--- src/rtl/ascending_list_sorter_defines.svh ---
// ----------------------------------------------------------------------------
// ascending_list_sorter_defines
// assertion macros used by the ascending_list_sorter rtl
// ----------------------------------------------------------------------------
`ifndef ASCENDING_LIST_SORTER_DEFINES_SVH
`define ASCENDING_LIST_SORTER_DEFINES_SVH

// same-cycle implication, checked outside reset
`define ALS_ASSERT_NOW(label, ante, cons) \
  label: assert property (@(posedge clk) disable iff (rst) (ante) |-> (cons)) \
    else $error("sorter check failed");

// next-cycle implication, checked outside reset
`define ALS_ASSERT_NEXT(label, ante, cons) \
  label: assert property (@(posedge clk) disable iff (rst) (ante) |=> (cons)) \
    else $error("sorter check failed");

`endif

--- src/rtl/als_pkg.sv ---
// ----------------------------------------------------------------------------
// als_pkg
// shared constants and types of the ascending list sorter
// ----------------------------------------------------------------------------
package als_pkg;

  localparam int MAX_LEN = 32;
  localparam int DATA_W  = 32;
  localparam int CNT_W   = $clog2(MAX_LEN + 1);

  typedef struct packed {
    logic              valid;
    logic [DATA_W-1:0] value;
  } cell_t;

endpackage

--- src/rtl/als_cell.sv ---
// ----------------------------------------------------------------------------
// als_cell
// one sorting cell: holds one element, takes a new one or its left
// neighbor's on insert, takes its right neighbor's on drain
// ----------------------------------------------------------------------------
module als_cell (
  input  logic                        clk,
  input  logic                        rst,
  input  logic                        ins_en,
  input  logic                        shift_en,
  input  logic [als_pkg::DATA_W-1:0]  x,
  input  als_pkg::cell_t              left_q,
  input  logic                        left_gt,
  input  als_pkg::cell_t              right_q,
  output als_pkg::cell_t              q,
  output logic                        gt
);

  assign gt = !q.valid || ($signed(x) < $signed(q.value));

  always_ff @(posedge clk) begin
    if (rst) begin
      q.valid <= 1'b0;
    end else if (shift_en) begin
      q <= right_q;
    end else if (ins_en && gt) begin
      if (left_gt) begin
        q <= left_q;
      end else begin
        q.valid <= 1'b1;
        q.value <= x;
      end
    end
  end

endmodule

--- src/rtl/ascending_list_sorter.sv ---
// ----------------------------------------------------------------------------
// ascending_list_sorter
// collects a list of signed values and returns it in ascending order
// ----------------------------------------------------------------------------
// channel  ports                                  transfer when
// input    start, busy, value, last               start && !busy
// result   strobe, sorted_value, final_res,       strobe
//          dropped
//
// an element enters the row in the cycle after it is accepted: every cell
// compares it at once and the row shifts right past the insert point, so
// elements go in back to back; after the last element the row drains from
// cell 0, one result a cycle and one per stored element; busy is high during
// the drain only; synchronous reset empties the row; the receiver cannot stall
// ----------------------------------------------------------------------------
`include "ascending_list_sorter_defines.svh"

module ascending_list_sorter (
  input  logic                        clk,
  input  logic                        rst,
  input  logic                        start,
  output logic                        busy,
  input  logic signed [31:0]          value,
  input  logic                        last,
  output logic                        strobe,
  output logic signed [31:0]          sorted_value,
  output logic                        final_res,
  output logic                        dropped
);

  localparam logic ST_FILL  = 1'b0;
  localparam logic ST_DRAIN = 1'b1;

  logic                         state;
  logic [als_pkg::CNT_W-1:0]    count;
  logic                         overflow;
  logic                         accept;
  logic                         full;
  logic                         ins_en;
  logic                         shift_en;
  als_pkg::cell_t               q      [als_pkg::MAX_LEN];
  logic                         gt     [als_pkg::MAX_LEN];
  logic [als_pkg::MAX_LEN-1:0]  valid_vec;

  assign busy     = (state == ST_DRAIN);
  assign accept   = start && !busy;
  assign full     = (count == als_pkg::CNT_W'(als_pkg::MAX_LEN));
  assign ins_en   = accept && !full;
  assign shift_en = (state == ST_DRAIN);

  genvar i;
  generate
    for (i = 0; i < als_pkg::MAX_LEN; i++) begin : g_cell
      als_pkg::cell_t left_q;
      als_pkg::cell_t right_q;
      logic           left_gt;

      if (i == 0) begin : g_first
        assign left_q  = '0;
        assign left_gt = 1'b0;
      end else begin : g_mid
        assign left_q  = q[i-1];
        assign left_gt = gt[i-1];
      end

      if (i == als_pkg::MAX_LEN - 1) begin : g_end
        assign right_q = '0;
      end else begin : g_inner
        assign right_q = q[i+1];
      end

      als_cell u_cell (
        .clk      (clk),
        .rst      (rst),
        .ins_en   (ins_en),
        .shift_en (shift_en),
        .x        (value),
        .left_q   (left_q),
        .left_gt  (left_gt),
        .right_q  (right_q),
        .q        (q[i]),
        .gt       (gt[i])
      );

      assign valid_vec[i] = q[i].valid;
    end
  endgenerate

  always_ff @(posedge clk) begin
    if (rst) begin
      state    <= ST_FILL;
      count    <= '0;
      overflow <= 1'b0;
    end else begin
      unique case (state)
        ST_FILL: begin
          if (accept) begin
            if (full) begin
              overflow <= 1'b1;
            end else begin
              count <= count + 1'b1;
            end
            if (last) begin
              state <= ST_DRAIN;
            end
          end
        end
        ST_DRAIN: begin
          if (final_res) begin
            count    <= '0;
            overflow <= 1'b0;
            state    <= ST_FILL;
          end else begin
            count <= count - 1'b1;
          end
        end
        default: begin
          state <= ST_FILL;
        end
      endcase
    end
  end

  assign strobe       = (state == ST_DRAIN);
  assign sorted_value = $signed(q[0].value);
  assign final_res    = (count == als_pkg::CNT_W'(1));
  assign dropped      = overflow;

  `ALS_ASSERT_NOW(a_count_matches_cells, 1'b1, $countones(valid_vec) == count)
  `ALS_ASSERT_NEXT(a_drain_continues, strobe && !final_res, strobe)
  `ALS_ASSERT_NEXT(a_drain_ends, strobe && final_res, !busy && (count == '0))
  `ALS_ASSERT_NEXT(a_last_starts_drain, accept && last, busy && !overflow == !$past(overflow || full))

endmodule
--- config.mk ---
export PLATFORM = sky130hd
export DESIGN_NAME = ascending_list_sorter
export DESIGN_NICKNAME = d
export VERILOG_FILES = /design/src/rtl/als_pkg.sv /design/src/rtl/als_cell.sv /design/src/rtl/ascending_list_sorter.sv
export VERILOG_INCLUDE_DIRS = /design/src /design/src/rtl
export SDC_FILE = /design/constraint.sdc
export NUM_CORES = 2
export LEC_CHECK = 0
export BUFFER_PORTS_ARGS = -buffer_cell sky130_fd_sc_hd__buf_2
export CORE_UTILIZATION = 65
export CTS_CLUSTER_DIAMETER = 100
export DETAILED_ROUTE_END_ITERATION = 12
export PLACE_DENSITY_LB_ADDON = 0.2
export SYNTH_ARGS = -nofsm -noshare
export SYNTH_HDL_FRONTEND = slang
export SYNTH_SLANG_ARGS = --single-unit
export TNS_END_PERCENT = 1
--- constraint.sdc ---
create_clock -name clk -period 6.85 [get_ports clk]
set_input_delay 0.3425 -clock clk [delete_from_list [all_inputs] [get_ports clk]]
set_output_delay 0.3425 -clock clk [all_outputs]
set_load 0.005 [all_outputs]
==> flow_summary.toml <==
[detailed_routing]
wl_per_cell_um = 26.7
routed_wl_mm = 252
drc = 0
first_pass_iters = 8
vias_per_cell = 6.80
postRouteAntennaNets = 0
via_count = 64400
first_iter_violations = 8793

[global_route]
grt_pass1_wl_mm = 374
grt_use_met3_pct = 11.0
top_usage_layer = "met2"
grtUsageMet2_pct = 60.8
antenna_found_initial = 17
grt_max_degree = 229
first_global_vias = 60900
overflow = 0
grt_util_met1_pct = 55.9
grtUsageTotal_pct = 41.3

[power_and_ir_drop]
p_per_area_nw_per_um2 = 254
p_seq_share_pct = 41.6
p_switching_uw = 6810
p_int_uw = 14400
vdd_ir_drop_max_v = 0.000269
power_frac_clock_pct = 33.6
p_leak_uw = 0.0348
swShare_pct = 32.0
pwr-share-comb_pct = 24.8

[cts]
clkTransAtPathRegs_ns = 0.06
root_buffer = "clkbuf_16"
cts_tree = "built"
clock-sinks = 1064
cts_buffers = 130
clk_latency_ns = 0.75
cts.path.max_buffers = 3
post_cts_resized = 0
cts_max_level = 4

[outcome]
status = "finished, final reports clean"

[die]
die_h_um = 347
start_util_pct = 65.5
pin_count = 72
die-area_um2 = 120000
die_width_um = 347
num_rows = 126
core_um2 = 118000

[sta]
grt_setup_unrepaired = "false"
worst_slack_ns = 1.70
setup_tns_ns = 0
fin_skew_ns = 0.0284
timing.slew.headroom_pct = 3.73
hold_viol = 0
period_needed_ns = 5.15
setup_viol = 0
fmax_ghz = 0.194
drv_slew = 0
tightestPinTransition_ns = 1.42
finalCritPeriodShare_pct = 75.2

[placement]
hpwl_mm = 186
gp_congestion = 0.985
pre_cts_slack_ns = 1.42
port_buffers = 71

[layout]
nets = 8843
drive_above_1_share_pct = 6.39
final-seq-area_um2 = 31600
syn_to_final_growth_pct = 8.34
multiInputGateArea_um2 = 40000
num-fill-cells = 8825

[synthesis]
syn_nets = 8999
synth_common_cells = "1069 x inv_1, 1024 x edfxtp_1, 996 x ha_1"
synthDistinctLibCells = 68
yosysTopAreaCellShare_pct = 39.8
syn_area_um2 = 77200
yosys_register_bits = 1064
ys.flop_type = "edfxtp_1"
yosys.area.top_type = "edfxtp_1"
synth_area_leaders = "edfxtp_1 40%, ha_1 16%, mux2i_1 6.8%"
yosysSeqAreaShare_pct = 40.8
synth_edf_count = 1024
syn_inst = 7967
async_flop_share_pct = 0
synth_most_common_cell = "inv_1"
synth_area_per_cell_um2 = 9.70
ys_warn_count = 0

[setup_path]
startpoint_type = "flop"
crit_required_ns = 7.30
arrival_ns = 5.61
rrSetupSlack_ns = 1.70
cp_max_fo = 19
criticalPathCategory = "flop to flop"
end_kind = "flop"
r2r-start = "g_cell[4].u_cell.q[29]$_DFFE_PP_"
reg2reg_to = "g_cell[5].u_cell.q[7]$_DFFE_PP_"
rr_worst_depth = 10

[hold_path]
min-delay-start = "start"
hold_end = "count[1]$_SDFFE_PP0P_"
hold_path.class = "primary input to flop"
hold_depth = 3

[run]
cap_violations = 0
==> through the flow <==
step / hold WS (ns) / cell area [um^2] / std cells / total power, uW / util (%)
2_1_floorplan: 0.449 / 77200 / 7967 / 12200 / -
3_3_place_gp: 0.463 / 79300 / 9214 / 13800 / 67.2
3_5_place_dp: 0.468 / 79300 / 9214 / 14000 / 67.2
4_1_cts: 0.0369 / 83700 / 9451 / 21100 / 70.9
5_1_grt: 0.0865 / 83700 / 9454 / 22100 / 70.9
6_report: 0.0752 / 83700 / 9464 / 21300 / 71.0
==> layout make-up <==
type	instances	area share, %
diodes	13	0.0389
clock buffers	180	4.52
clock inverters	56	0.680
inverters	1069	4.80
multi-input cells	5301	47.8
flip-flops and latches	1064	37.7
well taps	1536	2.30
repair buffers	245	2.11
==> worst max path at each step <==
stage                     slack, ns  depth (start not counted)                               from                          endpoint
after floorplan                1.82                         11  g_cell[15].u_cell.q[31]$_DFFE_PP_  g_cell[15].u_cell.q[0]$_DFFE_PP_
after global placement         1.53                         10                          value[31]   g_cell[5].u_cell.q[9]$_DFFE_PP_
after detailed placement       1.42                         10                          value[31]   g_cell[5].u_cell.q[7]$_DFFE_PP_
after CTS                      1.81                         10   g_cell[4].u_cell.q[31]$_DFFE_PP_   g_cell[5].u_cell.q[7]$_DFFE_PP_
after global routing           1.65                         10   g_cell[4].u_cell.q[31]$_DFFE_PP_  g_cell[5].u_cell.q[11]$_DFFE_PP_
final                          1.70                         10   g_cell[4].u_cell.q[29]$_DFFE_PP_   g_cell[5].u_cell.q[7]$_DFFE_PP_
==> metal layers <==
metal,share of wire (%),wire length [um],vias up
met3,13,32400,677
li1,-,-,29000
met2,43,107000,3985
met4,5.4,13700,10
met1,39,98800,30700
met5,0.023,58,-
==> cells by family after synthesis <==
logic type               share of synthesized area (%)
buffers and inverters                             8.13
multiplexers                                      6.79
adder cells (fa/ha/maj)                           16.1
AND/OR/NAND/NOR                                   11.1
flip-flops                                        40.8
XOR/XNOR                                        0.0113
AO/OA/AOI/OAI                                     17.0
==> power groups by stage <==
stage	clock, uW	combinational, uW	sequential (uW)
final	7140	5270	8840
after global routing	7380	5770	8890
after CTS	7150	5140	8800
after detailed placement	0	5100	8930
after global placement	0	4850	8910
after floorplan	0	3590	8620
==> cells in the final DEF, fill, tap and decap left out, types with 71 or more instances in the layout <==
cell / netlist / layout
a21o_1: 127 / 127
a21oi_1: 393 / 366
a221o_1: 417 / 417
buf_2: 86 / 71
buf_4: 37 / 165
clkbuf_16: 0 / 141
edfxtp_1: 1024 / 1024
ha_1: 996 / 996
inv_1: 1069 / 1068
mux2i_1: 523 / 513
nand2_1: 810 / 808
nand4_1: 124 / 124
nor2_1: 176 / 173
nor2b_1: 89 / 87
nor3_1: 424 / 423
o21ai_0: 698 / 698
==> state kept, by name (all words and copies together) (netlist names) <==
register / count
count: 6
g_cell.u_cell.q: 1056
busy: 1
dropped: 1
==> critical path: stages (launching register included) <==
cell and delay, ns:
edfxtp_1 0.42, inv_1 0.07, ha_1 0.31, nand4_1 0.16, nor4_1 0.53, nor3b_1 0.99
or4b_2 0.74, a41oi_4 0.81, buf_4 0.45, mux2i_1 0.26, o21ai_0 0.09
==> timing repair <==
| action | CTS | global route |
|---|---|---|
| hold buffers | 1 | 0 |
| hold endpoints to repair | 1 | 0 |
| endpoints found under the setup margin | 0 | 0 |
| setup buffers | 0 | 0 |
No activity file was read; power rests on OpenSTA's default activity.
